$ cat config.mk
export PLATFORM = sky130hd
export DESIGN_NAME = nearest_rect_point_lookup_flat
export DESIGN_NICKNAME = d
export VERILOG_FILES = /design/src/hw/rtl/nrpl_pkg.sv /design/src/hw/rtl/nrpl_req_if.sv /design/src/hw/rtl/nrpl_rsp_if.sv /design/src/hw/rtl/nrpl_table.sv /design/src/hw/rtl/nrpl_dist_unit.sv /design/src/hw/rtl/nearest_rect_point_lookup.sv /design/src/flat_wrapper.sv
export SDC_FILE = /design/constraint.sdc
export NUM_CORES = 2
export LEC_CHECK = 0
export BUFFER_PORTS_ARGS = -buffer_cell sky130_fd_sc_hd__buf_2
export CAP_MARGIN = 40
export CORE_ASPECT_RATIO = 2
export CORE_MARGIN = 2
export CORE_UTILIZATION = 45
export DETAILED_ROUTE_END_ITERATION = 7
export GPL_ROUTABILITY_DRIVEN = 0
export SYNTH_ARGS = -nofsm -noshare
export SYNTH_HDL_FRONTEND = slang
export SYNTH_HIERARCHICAL = 1
export SYNTH_SLANG_ARGS = --single-unit
$ cat constraint.sdc
create_clock -name clk_i -period 8.8 [get_ports clk_i]
set_clock_uncertainty 0.1 [all_clocks]
set_input_delay 0.44 -clock clk_i [delete_from_list [all_inputs] [get_ports clk_i]]
set_output_delay 0.44 -clock clk_i [all_outputs]
set_load 0.05 [all_outputs]
$ cat src/hw/rtl/nrpl_pkg.sv
package nrpl_pkg;

  localparam int NUM_SLOTS = 16;
  localparam int IDX_W     = (NUM_SLOTS > 1) ? $clog2(NUM_SLOTS) : 1;
  localparam int SLOT_W    = 4;
  localparam int DIST_W    = 33;

  localparam logic [IDX_W-1:0] LAST_IDX = IDX_W'(NUM_SLOTS - 1);

  localparam logic OP_WRITE = 1'b0;
  localparam logic OP_QUERY = 1'b1;

  typedef struct packed {
    logic signed [15:0] left;
    logic signed [15:0] top;
    logic [14:0]        width;
    logic [14:0]        height;
  } rect_t;

  typedef struct packed {
    logic               op;
    logic [SLOT_W-1:0]  slot;
    logic signed [15:0] rect_left;
    logic signed [15:0] rect_top;
    logic [14:0]        rect_width;
    logic [14:0]        rect_height;
    logic signed [15:0] point_x;
    logic signed [15:0] point_y;
  } req_t;

  typedef struct packed {
    logic               found;
    logic [SLOT_W-1:0]  best_slot;
    logic [DIST_W-1:0]  distance_sq;
    logic signed [15:0] hit_left;
    logic signed [15:0] hit_top;
    logic [14:0]        hit_width;
    logic [14:0]        hit_height;
  } rsp_t;

  // Travels alongside each slot through the distance pipeline
  typedef struct packed {
    logic             valid;
    logic             last;
    logic [IDX_W-1:0] idx;
  } tag_t;

  typedef struct packed {
    tag_t              tag;
    rect_t             rect;
    logic [DIST_W-1:0] dist_sq;
  } dist_res_t;

endpackage

$ cat src/hw/rtl/nrpl_req_if.sv
interface nrpl_req_if import nrpl_pkg::*; ();
  logic valid;
  logic ready;
  req_t payload;

  modport source (output valid, output payload, input ready);
  modport sink (input valid, input payload, output ready);
endinterface

$ cat src/hw/rtl/nrpl_rsp_if.sv
interface nrpl_rsp_if import nrpl_pkg::*; ();
  logic valid;
  logic ready;
  rsp_t payload;

  modport source (output valid, output payload, input ready);
  modport sink (input valid, input payload, output ready);
endinterface

$ cat src/hw/rtl/nrpl_table.sv
module nrpl_table import nrpl_pkg::*; (
  input  logic             clk_i,
  input  logic             rst_ni,
  input  logic             wr_en_i,
  input  logic [IDX_W-1:0] wr_idx_i,
  input  rect_t            wr_rect_i,
  input  logic [IDX_W-1:0] rd_idx_i,
  output rect_t            rd_rect_o
);

  rect_t table_q [NUM_SLOTS];

  always_ff @(posedge clk_i or negedge rst_ni) begin
    if (!rst_ni) begin
      for (int i = 0; i < NUM_SLOTS; i++) begin
        table_q[i] <= '0;
      end
    end else if (wr_en_i) begin
      // an empty rectangle is held as all zero
      if (wr_rect_i.width == '0 || wr_rect_i.height == '0) begin
        table_q[wr_idx_i] <= '0;
      end else begin
        table_q[wr_idx_i] <= wr_rect_i;
      end
    end
  end

  assign rd_rect_o = table_q[rd_idx_i];

endmodule

$ cat src/hw/rtl/nrpl_dist_unit.sv
module nrpl_dist_unit import nrpl_pkg::*; (
  input  logic               clk_i,
  input  logic               rst_ni,
  input  tag_t               tag_i,
  input  rect_t              rect_i,
  input  logic signed [15:0] point_x_i,
  input  logic signed [15:0] point_y_i,
  output dist_res_t          res_o
);

  function automatic logic [15:0] axis_gap(logic signed [15:0] p, logic signed [15:0] lo,
                                           logic [14:0] len);
    logic signed [17:0] p_x;
    logic signed [17:0] lo_x;
    logic signed [17:0] end_x;
    logic signed [17:0] d;
    p_x   = 18'(p);
    lo_x  = 18'(lo);
    end_x = lo_x + signed'({3'b000, len});
    d     = '0;
    if (p_x < lo_x) begin
      d = lo_x - p_x;
    end else if (p_x >= end_x) begin
      d = p_x - end_x + 18'sd1;
    end
    return d[15:0];
  endfunction

  tag_t  s1_tag_q, s2_tag_q, s3_tag_q;
  rect_t s1_rect_q, s2_rect_q, s3_rect_q;
  logic [15:0] dx_q, dy_q;
  logic [31:0] sqx_q, sqy_q;
  logic [DIST_W-1:0] dist_q;

  always_ff @(posedge clk_i or negedge rst_ni) begin
    if (!rst_ni) begin
      s1_tag_q <= '0;
      s2_tag_q <= '0;
      s3_tag_q <= '0;
    end else begin
      s1_tag_q <= tag_i;
      s2_tag_q <= s1_tag_q;
      s3_tag_q <= s2_tag_q;
    end
  end

  always_ff @(posedge clk_i) begin
    // gaps on both axes
    s1_rect_q <= rect_i;
    dx_q      <= axis_gap(point_x_i, rect_i.left, rect_i.width);
    dy_q      <= axis_gap(point_y_i, rect_i.top, rect_i.height);
    // squares
    s2_rect_q <= s1_rect_q;
    sqx_q     <= dx_q * dx_q;
    sqy_q     <= dy_q * dy_q;
    // sum
    s3_rect_q <= s2_rect_q;
    dist_q    <= {1'b0, sqx_q} + {1'b0, sqy_q};
  end

  assign res_o.tag     = s3_tag_q;
  assign res_o.rect    = s3_rect_q;
  assign res_o.dist_sq = dist_q;

endmodule

$ cat src/hw/rtl/nearest_rect_point_lookup.sv
// Channel  Dir  Beat  Carries
// req_i    in   req_t write rectangle into a slot, or query a point
// rsp_o    out  rsp_t nearest non-empty rectangle, one beat per query
//
// A query feeds one distance pipeline (gap, square, sum) one slot a cycle from the
// slot counter, and its results are compared against the running best.
// req_i is ready only while idle; a result waiting on rsp_o does not block writes.
// Reset clears the whole table at once, every slot empty; no sweep is needed.
module nearest_rect_point_lookup import nrpl_pkg::*; (
  input  logic       clk_i,
  input  logic       rst_ni,
  nrpl_req_if.sink   req_i,
  nrpl_rsp_if.source rsp_o
);

  localparam logic [1:0] ST_IDLE  = 2'd0;
  localparam logic [1:0] ST_RUN   = 2'd1;
  localparam logic [1:0] ST_DRAIN = 2'd2;
  localparam logic [1:0] ST_DONE  = 2'd3;

  logic [1:0]         state_q, state_d;
  logic [IDX_W-1:0]   idx_q, idx_d;
  logic signed [15:0] px_q, py_q;
  logic               found_q, found_d;
  logic [IDX_W-1:0]   best_idx_q, best_idx_d;
  logic [DIST_W-1:0]  best_dist_q, best_dist_d;
  rect_t              best_rect_q, best_rect_d;
  logic               out_valid_q, out_valid_d;
  rsp_t               rsp_q, rsp_d;

  logic      accept;
  logic      wr_en;
  rect_t     wr_rect;
  rect_t     rd_rect;
  tag_t      issue;
  dist_res_t res;
  logic      res_live;
  logic      out_load;

  assign req_i.ready = (state_q == ST_IDLE);
  assign accept      = req_i.valid && req_i.ready;

  assign wr_en = accept && (req_i.payload.op == OP_WRITE) &&
                 (32'(req_i.payload.slot) < NUM_SLOTS);
  assign wr_rect.left   = req_i.payload.rect_left;
  assign wr_rect.top    = req_i.payload.rect_top;
  assign wr_rect.width  = req_i.payload.rect_width;
  assign wr_rect.height = req_i.payload.rect_height;

  nrpl_table u_table (
    .clk_i     (clk_i),
    .rst_ni    (rst_ni),
    .wr_en_i   (wr_en),
    .wr_idx_i  (IDX_W'(req_i.payload.slot)),
    .wr_rect_i (wr_rect),
    .rd_idx_i  (idx_q),
    .rd_rect_o (rd_rect)
  );

  assign issue.valid = (state_q == ST_RUN);
  assign issue.last  = (idx_q == LAST_IDX);
  assign issue.idx   = idx_q;

  nrpl_dist_unit u_dist (
    .clk_i     (clk_i),
    .rst_ni    (rst_ni),
    .tag_i     (issue),
    .rect_i    (rd_rect),
    .point_x_i (px_q),
    .point_y_i (py_q),
    .res_o     (res)
  );

  assign res_live = res.tag.valid && (res.rect.width != '0) && (res.rect.height != '0);
  assign out_load = (state_q == ST_DONE) && (!out_valid_q || rsp_o.ready);

  always_comb begin
    state_d     = state_q;
    idx_d       = idx_q;
    found_d     = found_q;
    best_idx_d  = best_idx_q;
    best_dist_d = best_dist_q;
    best_rect_d = best_rect_q;
    out_valid_d = out_valid_q;
    rsp_d       = rsp_q;

    if (rsp_o.ready) begin
      out_valid_d = 1'b0;
    end

    // strict less-than keeps the lowest slot on ties
    if (res_live && (!found_q || res.dist_sq < best_dist_q)) begin
      found_d     = 1'b1;
      best_idx_d  = res.tag.idx;
      best_dist_d = res.dist_sq;
      best_rect_d = res.rect;
    end

    unique case (state_q)
      ST_IDLE: begin
        if (accept && req_i.payload.op == OP_QUERY) begin
          idx_d   = '0;
          found_d = 1'b0;
          state_d = ST_RUN;
        end
      end
      ST_RUN: begin
        if (issue.last) begin
          state_d = ST_DRAIN;
        end else begin
          idx_d = idx_q + 1'b1;
        end
      end
      ST_DRAIN: begin
        if (res.tag.valid && res.tag.last) begin
          state_d = ST_DONE;
        end
      end
      ST_DONE: begin
        if (out_load) begin
          out_valid_d = 1'b1;
          if (found_q) begin
            rsp_d.found       = 1'b1;
            rsp_d.best_slot   = SLOT_W'(best_idx_q);
            rsp_d.distance_sq = best_dist_q;
            rsp_d.hit_left    = best_rect_q.left;
            rsp_d.hit_top     = best_rect_q.top;
            rsp_d.hit_width   = best_rect_q.width;
            rsp_d.hit_height  = best_rect_q.height;
          end else begin
            rsp_d = '0;
          end
          state_d = ST_IDLE;
        end
      end
      default: state_d = ST_IDLE;
    endcase
  end

  always_ff @(posedge clk_i or negedge rst_ni) begin
    if (!rst_ni) begin
      state_q     <= ST_IDLE;
      idx_q       <= '0;
      found_q     <= 1'b0;
      out_valid_q <= 1'b0;
    end else begin
      state_q     <= state_d;
      idx_q       <= idx_d;
      found_q     <= found_d;
      out_valid_q <= out_valid_d;
    end
  end

  always_ff @(posedge clk_i) begin
    if (accept) begin
      px_q <= req_i.payload.point_x;
      py_q <= req_i.payload.point_y;
    end
    best_idx_q  <= best_idx_d;
    best_dist_q <= best_dist_d;
    best_rect_q <= best_rect_d;
    rsp_q       <= rsp_d;
  end

  assign rsp_o.valid   = out_valid_q;
  assign rsp_o.payload = rsp_q;

endmodule
$ cat src/flat_wrapper.sv
// flat-port wrapper written by rule: the top's interface ports become plain ports
module nearest_rect_point_lookup_flat import nrpl_pkg::*;
  (clk_i, rst_ni, req_i_valid, req_i_payload, req_i_ready, rsp_o_valid, rsp_o_payload, rsp_o_ready);
  nrpl_req_if req_i_i ();
  nrpl_rsp_if rsp_o_i ();
  input  logic clk_i;
  input  logic rst_ni;
  input wire logic [$bits(req_i_i.valid)-1:0] req_i_valid;
  input wire logic [$bits(req_i_i.payload)-1:0] req_i_payload;
  output wire logic [$bits(req_i_i.ready)-1:0] req_i_ready;
  output wire logic [$bits(rsp_o_i.valid)-1:0] rsp_o_valid;
  output wire logic [$bits(rsp_o_i.payload)-1:0] rsp_o_payload;
  input wire logic [$bits(rsp_o_i.ready)-1:0] rsp_o_ready;
  assign req_i_i.valid = req_i_valid;
  assign req_i_i.payload = req_i_payload;
  assign req_i_ready = req_i_i.ready;
  assign rsp_o_valid = rsp_o_i.valid;
  assign rsp_o_payload = rsp_o_i.payload;
  assign rsp_o_i.ready = rsp_o_ready;
  nearest_rect_point_lookup u_core (.clk_i(clk_i), .rst_ni(rst_ni), .req_i(req_i_i), .rsp_o(rsp_o_i));
endmodule
; ---- Yosys cells after proc, flatten, opt, wreduce, memory -nomap -nowiden
; Cells that the tools add are included.
[totals]
regBits = 1564
latch_bits = 0
ram_bits = 0
rom_bits = 0
inputBits = 103
out_inout_bits = 102
wordCells = 192
memories = 0
[op_classes]
n_addsub = 10
multipliers = 2
div = 0
order_cmp = 8
eq_ne = 9
shift = 0
n_mux = 26
bitwise_logic = 5
n_reduce_logical = 23
[op_table]
columns = op, n
row1 = $and A992 B992 Y992, 1
row2 = $bwmux W992, 1
row3 = $mux W992, 1
row4 = $not A992 Y992, 1
row5 = $bmux W62 S4, 1
row6 = $demux W62 S4, 1
row7 = $mux W62, 3
row8 = $mux W100, 1
row9 = $mul A16 B16 Y32, 2
row10 = $mux W16, 4
row11 = $sub A16 B16 Y16, 4
row12 = $add A16 B16 Y17, 2
row13 = $ge A16 B17 Y1, 2
row14 = $add A32 B32 Y33, 1
row15 = $lt A33 B33 Y1, 1
row16 = $add A16 B2 Y16 const B, 2
row17 = $lt A16 B16 Y1, 2
row18 = $logic_not A15 Y1, 2
row19 = $reduce_bool A15 Y1, 2
row20 = $ge A5 B5 Y1 const B, 2
row21 = $not A4 Y5, 2
row22 = $logic_and A1 B1 Y1, 9
row23 = $mux W2, 4
row24 = $mux W4, 2
row25 = 18 further kinds, 30

; ---- Logic depth before layout (Yosys ltp)
[depth]
word_depth = 9
ltp_mapped = 27
mapped_depth_nobuf = 24

; ---- Cells and area by module
; The synthesis kept the hierarchy.
[by_module_without_submodules]
columns = module, instances, cells_each, area_per_inst_um2, seq_area_each_um2
row1 = nrpl_table, 1, 4190, 48347.6, 24823.8
row2 = nrpl_dist_unit, 1, 2891, 27909.3, 6716.4
row3 = nearest_rect_point_lookup, 1, 516, 8861.0, 7136.8

; ---- Worst setup path after synthesis
; OpenSTA, ideal clock, no wires.
[synth_timing]
path_kind = register to register
from = reg u_core.best_dist_q[15]
to = reg u_core.best_dist_q[0], enable pin
setup_ns = 0.715
arrival_time_ns = 8.724
required_ns = 7.985
path_slack_ns = -0.739
path_stages_with_launch = 8
path_buffers = 0
synth_period_minus_slack_ns = 9.539
cell_sequence = edfxtp_1 > inv_1 > ha_1 > a21oi_1 > nand2_1 > a221oi_1 > o211ai_1 > a221oi_1
[synth_via]
elab_chain_len = 3
[synth_rtl]
columns = element, line
row1 = from (decl), nearest_rect_point_lookup.sv:26  ; logic [DIST_W-1:0] best_dist_q, best_dist_d;
row2 = from (signal assigned), nearest_rect_point_lookup.sv:160  ; best_dist_q <= best_dist_d;
row3 = $lt A33 B33 Y1, nearest_rect_point_lookup.sv:92  ; if (res_live && (!found_q || res.dist_sq < best_dist_q)) begin
row4 = $logic_or A1 B1 Y1, nearest_rect_point_lookup.sv:92
row5 = $logic_and A1 B1 Y1, nearest_rect_point_lookup.sv:92
; No other way between the ends.
; A chain may end at the register's enable or synchronous reset.

==> report_table.html <==
<table>
<tr><th>Metric</th><th>Value</th></tr>
<tr><th colspan="2">Finish</th></tr>
<tr><td>Count of placed standard cells in the final layout, fillers left out</td><td>roughly 10000</td></tr>
<tr><td>Leading cell types in the layout, fill and taps excluded</td><td>o21ai_0 (1158), dfrtp_1 (1015), o41ai_1 (917)</td></tr>
<tr><td>Multi-input gate area in the final layout</td><td>slightly above 40000 um2</td></tr>
<tr><td>Final net count</td><td>about 8000</td></tr>
<tr><td>Final non-filler cell area</td><td>93180 um2</td></tr>
<tr><td>Proportion of layout cells with a drive suffix above 1</td><td>a little under an eighth</td></tr>
<tr><td>FF+latch area</td><td>~39000 um2</td></tr>
<tr><td>Fillers</td><td>16630</td></tr>
<tr><td>Most frequent standard cell in the layout excluding fill and tap cells</td><td>o21ai_0</td></tr>
<tr><td>Synth-to-Final Area Change</td><td>9.474%</td></tr>
<tr><th colspan="2">Floorplanning</th></tr>
<tr><td>Number of cell rows</td><td>between 200 and 250</td></tr>
<tr><td>Initial standard-cell utilization of the core</td><td>a little under half</td></tr>
<tr><td>Placeable core region</td><td>roughly 190000 um2</td></tr>
<tr><td>Top-level port count</td><td>roughly 200</td></tr>
<tr><td>Die Width</td><td>311.5 um</td></tr>
<tr><td>Overall die height</td><td>619.1 um</td></tr>
<tr><td>Area of the die</td><td>roughly 190000 um2</td></tr>
<tr><th colspan="2">Clocking</th></tr>
<tr><td>Reg clk slew, reported paths</td><td>~0.070 ns</td></tr>
<tr><td>Num Clock Sinks</td><td>about 1600</td></tr>
<tr><td>Clock latency on the worst-skew pair</td><td>around 0.84 ns</td></tr>
<tr><td>Maximum buffer depth of the clock tree</td><td>4</td></tr>
<tr><td>Count of cells resized by post-cts repair</td><td>0</td></tr>
<tr><td>Number of buffers inserted for hold repair after clock tree synthesis</td><td>38</td></tr>
<tr><td>TritonCTS clock tree</td><td>done</td></tr>
<tr><td>Clock root cell</td><td>clkbuf_16</td></tr>
<tr><td>CTS H-tree lvls</td><td>4</td></tr>
<tr><td>Num CTS Buffers</td><td>about 150</td></tr>
<tr><td>Setup Fix Bufs, Post-CTS</td><td>0</td></tr>
<tr><th colspan="2">Detailed routing</th></tr>
<tr><td>Average detailed-routed wire length per instance</td><td>about 28 um</td></tr>
<tr><td>DRC viols</td><td>0</td></tr>
<tr><td>Starting DRC count in detailed routing</td><td>just under 7000</td></tr>
<tr><td>Vias</td><td>roughly 65000</td></tr>
<tr><td>Number of antenna-violating nets in the routed design</td><td>0</td></tr>
<tr><td>Routed wire length</td><td>between 200000 and 300000 um</td></tr>
<tr><td>Number of iterations in the first detailed-routing pass</td><td>6</td></tr>
<tr><td>Ratio of routed vias to standard cells</td><td>around 6.5</td></tr>
<tr><th colspan="2">Synth</th></tr>
<tr><td>Main flop type after synthesis</td><td>dfrtp_1</td></tr>
<tr><td>Flops &amp; latches, synth</td><td>approximately 1600</td></tr>
<tr><td>Per-instance average area after synthesis</td><td>between 10 and 15 um2</td></tr>
<tr><td>Sequential area share after synthesis</td><td>~45%</td></tr>
<tr><td>Synth warn</td><td>6</td></tr>
<tr><td>Netlist area before placement</td><td>about 85000 um2</td></tr>
<tr><td>Net count after synthesis</td><td>roughly 8400</td></tr>
<tr><td>Post-synth ARST share</td><td>between 60% and 70%</td></tr>
<tr><td>Gate count after technology mapping</td><td>around 7600</td></tr>
<tr><td>Number of synthesized flops with an enable pin</td><td>about 230</td></tr>
<tr><td>Netlist cell types</td><td>slightly below 90</td></tr>
<tr><th colspan="2">GRT</th></tr>
<tr><td>Via count of the first global-routing pass</td><td>67800</td></tr>
<tr><td>Maximum number of pins on one net before global-route repair</td><td>~250</td></tr>
<tr><td>Wire length of the first global-routing pass</td><td>~420000 um</td></tr>
<tr><td>Antenna violations before repair</td><td>15</td></tr>
<tr><td>Aggregate global-route resource usage</td><td>28.14%</td></tr>
<tr><td>Overall overflow remaining after global route</td><td>0</td></tr>
<tr><th colspan="2">STA</th></tr>
<tr><td>Hold Vio Cnt, Final</td><td>0</td></tr>
<tr><td>Max-slew violation total from the final report</td><td>0</td></tr>
<tr><td>Setup repair after global routing missed its margin</td><td>false</td></tr>
<tr><td>Setup Total Neg Slack</td><td>0 ns</td></tr>
<tr><td>Fin Hold WS</td><td>~0.066 ns</td></tr>
<tr><td>Endpoints failing setup</td><td>0</td></tr>
<tr><td>Remaining max-slew budget at the tightest pin</td><td>~9%</td></tr>
<tr><td>Slew @ Worst Pin</td><td>around 1.4 ns</td></tr>
<tr><td>Portion of the clock cycle consumed by the worst path in the final layout</td><td>about 79%</td></tr>
<tr><td>F_max</td><td>between 0.1 and 0.15 GHz</td></tr>
<tr><td>Clock period minus final worst setup slack</td><td>6.913 ns</td></tr>
<tr><th colspan="2">Critical path</th></tr>
<tr><td>Class of the most critical setup path</td><td>reg2reg</td></tr>
<tr><td>Crit path capture type</td><td>flop</td></tr>
<tr><td>Data arrival time of the critical path</td><td>between 7 and 8 ns</td></tr>
<tr><td>Largest fanout on the critical path</td><td>31</td></tr>
<tr><td>Data required time of the critical path</td><td>9.35 ns</td></tr>
<tr><td>Setup slack of the worst register-to-register path</td><td>around 1.9 ns</td></tr>
<tr><td>Type of origin of the critical path</td><td>flop</td></tr>
<tr><th colspan="2">Placed design</th></tr>
<tr><td>Number of buffers added on ports</td><td>~200</td></tr>
<tr><td>Dpl cell area</td><td>around 90000 um2</td></tr>
<tr><td>Post-detail-place hpwl</td><td>between 150000 and 200000 um</td></tr>
<tr><td># placed instances</td><td>about 9700</td></tr>
<tr><th colspan="2">Run status</th></tr>
<tr><td>Result of the run</td><td>finished clean</td></tr>
<tr><th colspan="2">Job</th></tr>
<tr><td>Count of maximum capacitance violations</td><td>0</td></tr>
<tr><th colspan="2">Worst hold path</th></tr>
<tr><td>Class of the worst hold path</td><td>in2reg</td></tr>
</table>
path summary, 6_finish.rpt:
kind	from	endpoint	cells past startpoint
max	u_core/idx_q[0]$_DFFE_PN0P_	u_core/u_dist/dx_q[0]$_DFF_P_	18
min	req_i_payload[44]	u_core/u_table/table_q[942]$_DFFE_PN0P_	4
max reg2reg	u_core/idx_q[0]$_DFFE_PN0P_	u_core/u_dist/dx_q[0]$_DFF_P_	18
min reg2reg	u_core/u_dist/s1_rect_q[14]$_DFF_P_	u_core/u_dist/s2_rect_q[14]$_DFF_P_	0
max in group asynchronous	rst_ni	u_core/u_table/table_q[470]$_DFFE_PN0P_	4
min in group asynchronous	rst_ni	u_core/u_table/table_q[581]$_DFFE_PN0P_	2
critical path, cell delays in order, from the launching register on:
cell	delay (ns)
dfrtp_4	0.88
buf_4	0.66
buf_4	0.50
mux4_2	0.56
a22oi_1	0.19
nand2_1	0.31
ha_1	0.48
nand4_1	0.15
o211a_1	0.26
nor3_1	0.49
a21oi_1	0.15
nand2b_1	0.16
a221o_1	0.33
ha_1	0.22
fa_1	0.37
nor3_1	0.21
a31o_2	0.36
or2_2	0.22
o32ai_1	0.09
registers in the layout, indices dropped and copies added, names as in the netlist:
signal / count
u_core/u_dist/s1_rect_q: 62
u_core/u_dist/res_o: 68
u_core/best_idx_q: 4
u_core/best_dist_q: 33
u_core/py_q: 16
u_core/u_dist/s2_tag_q: 6
u_core/u_dist/s2_rect_q: 62
u_core/state_q: 2
u_core/u_dist/sqx_q: 31
u_core/u_dist/sqy_q: 31
u_core/found_q: 1
u_core/rsp_o.payload: 100
u_core/u_dist/dist_q: 33
u_core/best_rect_q: 62
u_core/u_dist/dy_q: 16
u_core/px_q: 16
u_core/idx_q: 4
u_core/u_dist/s1_tag_q: 6
u_core/u_dist/dx_q: 16
u_core/u_table/table_q: 992
u_core/rsp_o.valid: 1
cells by family (layout without fill, tap and decap cells):
logic type	Yosys count	after routing	share of synthesized area, %
buffers and inverters	1419	1298	6.665
and+or+nand+nor	829	829	4.749
AOI/OAI and AO/OA	2618	2618	20.80
DFF	1562	1562	45.44
adders and majority gates	741	741	13.92
other	0	1	0
muxes	253	253	6.632
xor gates and xnor gates	175	175	1.801
synthesized netlist by cell type (13+ instances only):
cell	number	area share, %
a211oi_1	15	0.13
a21o_1	73	0.64
a21oi_1	155	0.91
a22oi_1	125	1.1
and2_1	166	1.2
and3_1	13	0.096
buf_1	20	0.088
buf_2	46	0.27
buf_4	75	0.66
clkbuf_1	594	2.6
dfrtp_1	1018	30
dfxtp_1	313	7.4
edfxtp_1	231	8.1
fa_1	343	8.1
ha_1	398	5.9
inv_1	683	3.0
mux4_2	248	6.6
nand2_1	316	1.4
nand2b_1	19	0.14
nand3_1	36	0.21
nand4_1	26	0.19
nor2_1	135	0.60
nor2b_1	31	0.23
nor3_1	28	0.16
o21a_1	21	0.19
o21ai_0	1158	6.8
o21bai_1	28	0.25
o31ai_1	16	0.14
o41ai_1	917	9.4
xnor2_1	117	1.2
xor2_1	58	0.60
routing by layer:
| layer | GRT usage (%) | wire length (um) | up-vias |
|---|---|---|---|
| met5 | 0 | 14 | - |
| met1 | 33.07 | 100000 | 33480 |
| met3 | 3.883 | 17990 | 744 |
| met4 | 15.35 | 16690 | 2 |
| met2 | 49.58 | 140400 | 3064 |
| li1 | - | - | 27630 |
metrics by stage:
step | setup WS, ns | util (%)
finish | 1.887 | 49.62
global route | 1.396 | 49.62
CTS | 1.880 | 49.62
detailed placement | 1.871 | 46.80
global placement | 1.745 | 46.53
floorplan | 2.519 | -
final cells by class:
cell class / instances / share of cell area [%]
Antenna cell: 1 / 0.002686
Clock buffer: 206 / 4.628
Clock inverter: 54 / 0.6512
Sequential cell: 1562 / 41.52
Tap cell: 2497 / 3.353
Inverter: 683 / 2.751
Timing Repair Buffer: 355 / 3.112
Multi-Input combinational cell: 4616 / 43.98
Power is left out: the tool's default activity adds up to more than one toggle a clock period on the data nets, which glitch-free logic cannot reach.
